===== src/hdl/sph_pkg.sv =====
package sph_pkg;

  // Sizing of the stores and the fixed-point format
  localparam int PARTICLES = 4096;
  localparam int BINS      = 64;
  localparam int FRAC_BITS = 16;

  // Field widths fixed by the ports
  localparam int ID_W      = 12;
  localparam int COORD_W   = 32;
  localparam int SLAB_W    = 8;
  localparam int H_W       = 5;
  localparam int CNT_W     = 13;
  localparam int DIST_W    = 12;
  localparam int IDX_W     = 6;
  localparam int CFG_IDX_W = 2;

  // Derived widths
  localparam int PART_AW   = (PARTICLES > 1) ? $clog2(PARTICLES) : 1;
  localparam int BIN_W     = $clog2(BINS);
  localparam int PRAM_W    = 2 * COORD_W + SLAB_W + 1;
  localparam int SQ_W      = 2 * COORD_W;
  localparam int D_W       = COORD_W + 3;
  localparam int DIV_W     = D_W - FRAC_BITS;
  localparam int DIV_CNT_W = $clog2(DIV_W);
  localparam int Z_W       = FRAC_BITS + 26;
  localparam int PROD_W    = SLAB_W + 2 + H_W + 1;

  localparam logic [CNT_W-1:0]          CNT_MAX  = '1;
  localparam logic signed [SLAB_W-1:0]  SLAB_MAX = SLAB_W'(2 ** (SLAB_W - 1) - 1);
  localparam logic signed [SLAB_W-1:0]  SLAB_MIN = SLAB_W'(2 ** (SLAB_W - 1));
  localparam logic signed [DIST_W-1:0]  DIST_MAX = DIST_W'(2 ** (DIST_W - 1) - 1);
  localparam logic signed [DIST_W-1:0]  DIST_MIN = DIST_W'(2 ** (DIST_W - 1));

  // Register reset values
  localparam logic [COORD_W-1:0] Z_MID_RST     = '0;
  localparam logic [COORD_W-1:0] RADIUS_SQ_RST = COORD_W'(167772);
  localparam logic [H_W-1:0]     HEIGHT_RST    = H_W'(2);

  typedef enum logic [1:0] {
    REQ_LOAD   = 2'd0,
    REQ_SAMPLE = 2'd1,
    REQ_EOF    = 2'd2
  } req_t;

  typedef enum logic [CFG_IDX_W-1:0] {
    CFG_Z_MID       = 2'd0,
    CFG_RADIUS_SQ   = 2'd1,
    CFG_SLAB_HEIGHT = 2'd2
  } cfg_reg_t;

  // Commands from the controller to the datapath
  typedef struct packed {
    logic accept;
    logic sq_calc;
    logic mark_escaped;
    logic bin_rd;
    logic bin_inc;
    logic div_init;
    logic div_step;
    logic load_wr;
    logic dump_rd;
    logic clear_bins;
  } cmd_t;

  // Status from the datapath to the controller
  typedef struct packed {
    logic id_ok;
    logic has_slabs;
    logic was_escaped;
    logic too_far;
    logic in_win;
    logic dump_last;
  } stat_t;

endpackage


===== src/hdl/sph_ctrl.sv =====
module sph_ctrl import sph_pkg::*; (
  input  logic       clk,
  input  logic       rst,
  input  logic       start,
  input  logic [1:0] req_type,
  input  stat_t      stat,
  output logic       busy,
  output cmd_t       cmd
);

  typedef enum logic [7:0] {
    S_IDLE   = 8'b0000_0001,
    S_RD     = 8'b0000_0010,
    S_SQ     = 8'b0000_0100,
    S_INC    = 8'b0000_1000,
    S_LDPREP = 8'b0001_0000,
    S_DIV    = 8'b0010_0000,
    S_LDWR   = 8'b0100_0000,
    S_DUMP   = 8'b1000_0000
  } state_t;

  state_t               state, state_next;
  logic [DIV_CNT_W-1:0] div_cnt, div_cnt_next;

  always_ff @(posedge clk) begin
    if (rst) begin
      state   <= S_IDLE;
      div_cnt <= '0;
    end else begin
      state   <= state_next;
      div_cnt <= div_cnt_next;
    end
  end

  assign busy = (state != S_IDLE);

  always_comb begin
    state_next   = state;
    div_cnt_next = div_cnt;
    cmd          = '0;
    cmd.accept   = start && (state == S_IDLE);
    case (state)
      S_IDLE: begin
        if (cmd.accept) begin
          case (req_type)
            REQ_LOAD: begin
              if (stat.id_ok) state_next = S_LDPREP;
            end
            REQ_SAMPLE: begin
              if (stat.id_ok) state_next = S_RD;
            end
            REQ_EOF: begin
              if (stat.has_slabs) state_next = S_DUMP;
              else cmd.clear_bins = 1'b1;
            end
            default: ;
          endcase
        end
      end
      S_RD: begin
        // drop escaped particles straight away
        if (stat.was_escaped) begin
          state_next = S_IDLE;
        end else begin
          cmd.sq_calc = 1'b1;
          state_next  = S_SQ;
        end
      end
      S_SQ: begin
        state_next = S_IDLE;
        if (stat.too_far) begin
          cmd.mark_escaped = 1'b1;
        end else if (stat.in_win) begin
          cmd.bin_rd = 1'b1;
          state_next = S_INC;
        end
      end
      S_INC: begin
        cmd.bin_inc = 1'b1;
        state_next  = S_IDLE;
      end
      S_LDPREP: begin
        cmd.div_init = 1'b1;
        div_cnt_next = '0;
        state_next   = S_DIV;
      end
      S_DIV: begin
        cmd.div_step = 1'b1;
        if (div_cnt == DIV_CNT_W'(DIV_W - 1)) begin
          state_next = S_LDWR;
        end else begin
          div_cnt_next = div_cnt + 1'b1;
        end
      end
      S_LDWR: begin
        cmd.load_wr = 1'b1;
        state_next  = S_IDLE;
      end
      S_DUMP: begin
        cmd.dump_rd = 1'b1;
        if (stat.dump_last) begin
          cmd.clear_bins = 1'b1;
          state_next     = S_IDLE;
        end
      end
      default: begin
        state_next = S_IDLE;
      end
    endcase
  end

endmodule


===== config.mk =====
export PLATFORM = sky130hd
export DESIGN_NAME = sph_ctrl
export DESIGN_NICKNAME = d
export VERILOG_FILES = /design/src/hdl/sph_pkg.sv /design/src/hdl/sph_ctrl.sv
export SDC_FILE = /design/constraint.sdc
export NUM_CORES = 1
export LEC_CHECK = 0
export ABC_AREA = 1
export BUFFER_PORTS_ARGS = -buffer_cell sky130_fd_sc_hd__buf_2
export CAP_MARGIN = 20
export CORE_MARGIN = 4
export CORE_UTILIZATION = 50
export CTS_CLUSTER_DIAMETER = 200
export DETAILED_ROUTE_END_ITERATION = 10
export PLACE_DENSITY_LB_ADDON = 0.08
export SYNTH_ARGS = -nofsm -noshare
export SYNTH_HDL_FRONTEND = slang
export SYNTH_SLANG_ARGS = --single-unit

===== constraint.sdc =====
create_clock -name clk -period 3.2 [get_ports clk]
set_clock_uncertainty 0.1 [all_clocks]
set_input_delay 0.48 -clock clk [delete_from_list [all_inputs] [get_ports clk]]
set_output_delay 0.48 -clock clk [all_outputs]
set_load 0.03 [all_outputs]

; ---- Word level (Yosys, flattened, before mapping)
; Cells that the tools add are included.
[word_totals]
reg_bits = 13
input_bits = 11
output_inout_bits = 11
word_cells = 57
[op_classes]
mux = 29
n_eq_ne = 20
add_sub_neg = 1
reduce_logical = 5
[ops]
columns = op, n
row1 = 8-bit 2-to-1 mux, 7
row2 = 8-bit case mux with 6 select lines, 1
row3 = 8-bit case mux with 3 select lines, 1
row4 = 1-bit 2-to-1 mux, 14
row5 = 5-bit case mux with 2 select lines, 1
row6 = "3-bit != test, second input constant", 3
row7 = "8-bit by 1-bit == test with 1-bit output, second input constant", 1
row8 = "8-bit by 2-bit == test with 1-bit output, second input constant", 1
row9 = "8-bit by 3-bit == test with 1-bit output, second input constant", 1
row10 = "8-bit by 4-bit == test with 1-bit output, second input constant", 1
row11 = "8-bit by 5-bit == test with 1-bit output, second input constant", 1
row12 = "8-bit by 6-bit == test with 1-bit output, second input constant", 1
row13 = "8-bit by 7-bit == test with 1-bit output, second input constant", 1
row14 = "8-bit == test, second input constant", 1
row15 = "2-bit != test, second input constant", 4
row16 = "8-bit by 1-bit != test with 1-bit output, second input constant", 1
row17 = 7-bit AND reduction, 1
row18 = "5-bit by 1-bit adder with 5-bit output, second input constant", 1
row19 = "5-bit == test, second input constant", 1
row20 = 5-bit 2-to-1 mux, 1
row21 = 4-bit 2-to-1 mux, 1
row22 = "4-bit by 1-bit != test with 1-bit output, second input constant", 1
row23 = 3-bit 2-to-1 mux, 1
row24 = "2-bit by 1-bit == test with 1-bit output, second input constant", 1
row25 = other kinds (7), 7

; ---- Depth between registers and ports, before layout
[logic_depth]
word_depth = 4
depth_mapped = 10
ltp_nobuf = 10

; ---- Worst setup path after synthesis
; OpenSTA, ideal clock, no wires.
[synth_timing]
path_type = flip-flop to output port
start = register state[0]
end = output cmd[0] (netlist bit)
arrival_ns = 1.750
stages_incl_launch_ff = 6
slack_ns = 0.870
path_cell_list = dfxtp_1 > nor2_4 > nand2_4 > nor3_1 > nand2_1 > o21ai_0
[synth_rtl]
columns = element, line_no
row1 = start: declaration, sph_ctrl.sv:22  ; state_t state, state_next;
row2 = start signal: assignment, sph_ctrl.sv:30  ; state <= state_next;
row3 = end: declaration, sph_ctrl.sv:8  ; output cmd_t cmd

==> results.txt <==
Worst Reg2Reg Path Length in Cells -> 7
Detailed Routing Iterations Pass 1 -> 5
Distinct cell type count after synthesis -> 26
Final WS setup -> 1.09 ns
Die height -> 52.4 um
Yosys top cell area share -> 0.264
Share of cells above drive strength 1 -> 0.288
Number of max-cap violations -> 0
Vias in the first global route -> 814
Worst Max-Slew Pin Slew -> 0.233 ns
Die W -> 52.4 um
Clock root buffer -> clkbuf_4
Number of port buffers -> 21
Leakage power -> 0.586 nW
Dpl hpwl -> 1620 um
Area grow syn2layout -> 15.7%
Synthesized area -> 986 um2
Overall Global Routing Usage -> 0.166
Sequential area share after synthesis -> 0.264
Hold Crit Class -> in -> reg
Resize count post-CTS -> 0
DR vias/cell -> 4.74
Clock Sinks -> 13
Crit path max fanout -> 6
Core box area -> 0.00180 mm2
Initial DRC count -> 9
Min-Delay Endpoint -> state[2]$_SDFFE_PP0P_
Worst Min Path Start -> stat[3]
WHS Path Cells -> 2
Worst Setup Start Kind -> register
Worst slack, placed -> 1.29 ns
Syn nets -> 156
Final core occ -> 0.633
Avg Inst Size Synth -> 7.09 um2
Post-layout min period -> 2.11 ns
Yosys reg bits -> 13
Row cnt -> 15
Area leader, netlist -> dfxtp_1
Initial antenna violation count -> 0
Crit end category -> primary output
Clk_lat worst skew -> 0.28 ns
Initial Util -> 0.547
Leading cell types by total area after synthesis -> dfxtp_1 26%, nor2_1 8.4%, nand2_1 8.0%
Antenna-violating nets left -> 0
GRT overflow -> 0
Buffers plus inverters on the worst setup path -> 2
Post-CTS Repair Setup Buffers -> 0
Pwr Density -> 702 mW/mm2
DRC errors left -> 0
Fin. max-slew vios -> 0
Fin. Hold Viols -> 0
Largest net degree at the start of global routing -> 9
Status -> complete, no violations
Final setup viols -> 0
Top Ports -> 22
Reg-to-Reg End -> state[0]$_SDFFE_PP1P_
Clock buffer depth -> 2
RSZ-0062 raised after global routing -> false
Number of diodes -> 0
Num CTS Buffers -> 3
Setup CP Type -> reg -> out
CP required -> 2.62 ns
Number of fill cells -> 169
Worst Path Arrival -> 1.53 ns
Cells after synthesis -> 139
Peak VDD IR -> 400 uV
GPL Wtd Cong -> 0.796
Crit path cell chain -> inv_2, nor2_2, nand2_2, nor2_8, nand3_2, o21ai_0, buf_2
CTS tree -> yes
Slowest stage delay, CP -> 0.43 ns
Slowest CP cell -> dfxtp_1
Die area -> 0.00275 mm2
Max-slew headroom -> 0.843
Final net count -> 181
TNS Setup -> 0 ns
Synth warn -> 0
Clock slew at reported path FFs -> 0.08 ns
Top delay family on crit path -> flip-flops
Detailed-route via count -> 891
Htree depth -> 1
DRT Wirelength -> 1940 um
Drt wl/cell -> 10.3 um
Worst r2r src -> div_cnt[0]$_SDFFE_PP0P_
Cts hold-fix bufs -> 0
Fmax -> 0.473 GHz
First-pass GRT wire length -> 3350 um
Reg2Reg Setup Slack -> 1.73 ns
Final worst path period share -> 0.660
[worst max path at each step]
stage | startpoint | to | slack, ns | cells after the start
global placement | req_type[0] | cmd[0] | 1.30 | 6
CTS | state[4]$_SDFFE_PP0P_ | cmd[6] | 1.07 | 6
floorplan | state[0]$_SDFFE_PP1P_ | cmd[0] | 0.87 | 5
global route | state[0]$_SDFFE_PP1P_ | cmd[0] | 0.93 | 7
finish | state[0]$_SDFFE_PP1P_ | cmd[0] | 1.09 | 7
detailed placement | req_type[0] | cmd[0] | 1.29 | 6
[cell families (layout without fill, tap and decap cells)]
kind of cell | count (synthesis) | after routing | share of synthesized area
simple gates | 81 | 81 | 0.481
buf+inv | 26 | 50 | 0.103
flops | 13 | 13 | 0.264
compound gates | 11 | 11 | 0.0584
fa+ha+maj | 6 | 6 | 0.0761
xor+xnor | 2 | 2 | 0.0178
[sequential cells by signal, summed over array words and instances, names as in the netlist]
| register | count |
|---|---|
| div_cnt | 5 |
| state | 8 |
[worst register-to-register path: stages (launching register included)]
cell,delay [ns]
dfxtp_1,0.33
inv_1,0.09
ha_1,0.17
nand3_1,0.13
nand3_4,0.14
nand4_2,0.19
nand2_1,0.11
nand3_1,0.09
[layout make-up]
class	count	area [um2]	share of cell area
multi-input cells	100	624	0.547
flip-flops and latches	13	260	0.228
repair buffers	21	105	0.0921
inverters	25	93.8	0.0822
well taps	25	31.3	0.0274
clock buffers	4	26.3	0.0230
[report_power, final]
group | switching [W] | internal (W) | total [W]
Combinational | 0.000324 | 0.000155 | 0.000479
Clock | 0.0000548 | 0.0000484 | 0.000103
Sequential | 0.0000290 | 0.000189 | 0.000218
Total | 0.000408 | 0.000393 | 0.000800
[per-stage QoR]
step           hold slack, ns  cell area (um2)  total power (W)  std cells
5_1_grt                 0.297             1140         0.000864        188
3_3_place_gp            0.401             1110         0.000692        184
3_5_place_dp            0.422             1110         0.000702        184
2_1_floorplan           0.382              986         0.000613        139
4_1_cts                 0.278             1140         0.000806        188
6_report                0.291             1140         0.000800        188
[metal layers]
metal,wire [um],GRT usage,vias up,part of all wire
li1,-,-,484,-
met1,901,0.198,380,0.46
met2,919,0.275,23,0.47
met3,86,0.0427,4,0.044
met4,35,0.0766,0,0.018
met5,0,0,-,0
[cell usage after synthesis]
master    instances
nor2_1           22
or2_0             1
nor3_2            1
nor3_1            4
buf_4             1
nand3_1          13
o21bai_1          1
xor2_1            2
inv_1            20
dfxtp_1          13
nor2_2            1
nand2_2           2
a21oi_1           4
nand2_4           3
nor2_8            2
ha_1              6
nand3_2           2
nand2_1          21
inv_2             5
nand4_2           1
nand3_4           1
o21ai_1           1
nor4_1            2
nand3b_2          1
o21ai_0           5
nor2_4            4
[placed cells by master (no fill, tap or decap), drive strengths merged, types with 2 or more instances in the layout]
| cell type | count |
|---|---|
| a21oi | 4 |
| buf | 21 |
| clkbuf | 4 |
| dfxtp | 13 |
| ha | 6 |
| inv | 25 |
| nand2 | 26 |
| nand3 | 16 |
| nor2 | 29 |
| nor3 | 5 |
| nor4 | 2 |
| o21ai | 6 |
| xor2 | 2 |
Note: power is estimated with default switching activity, not from simulation.
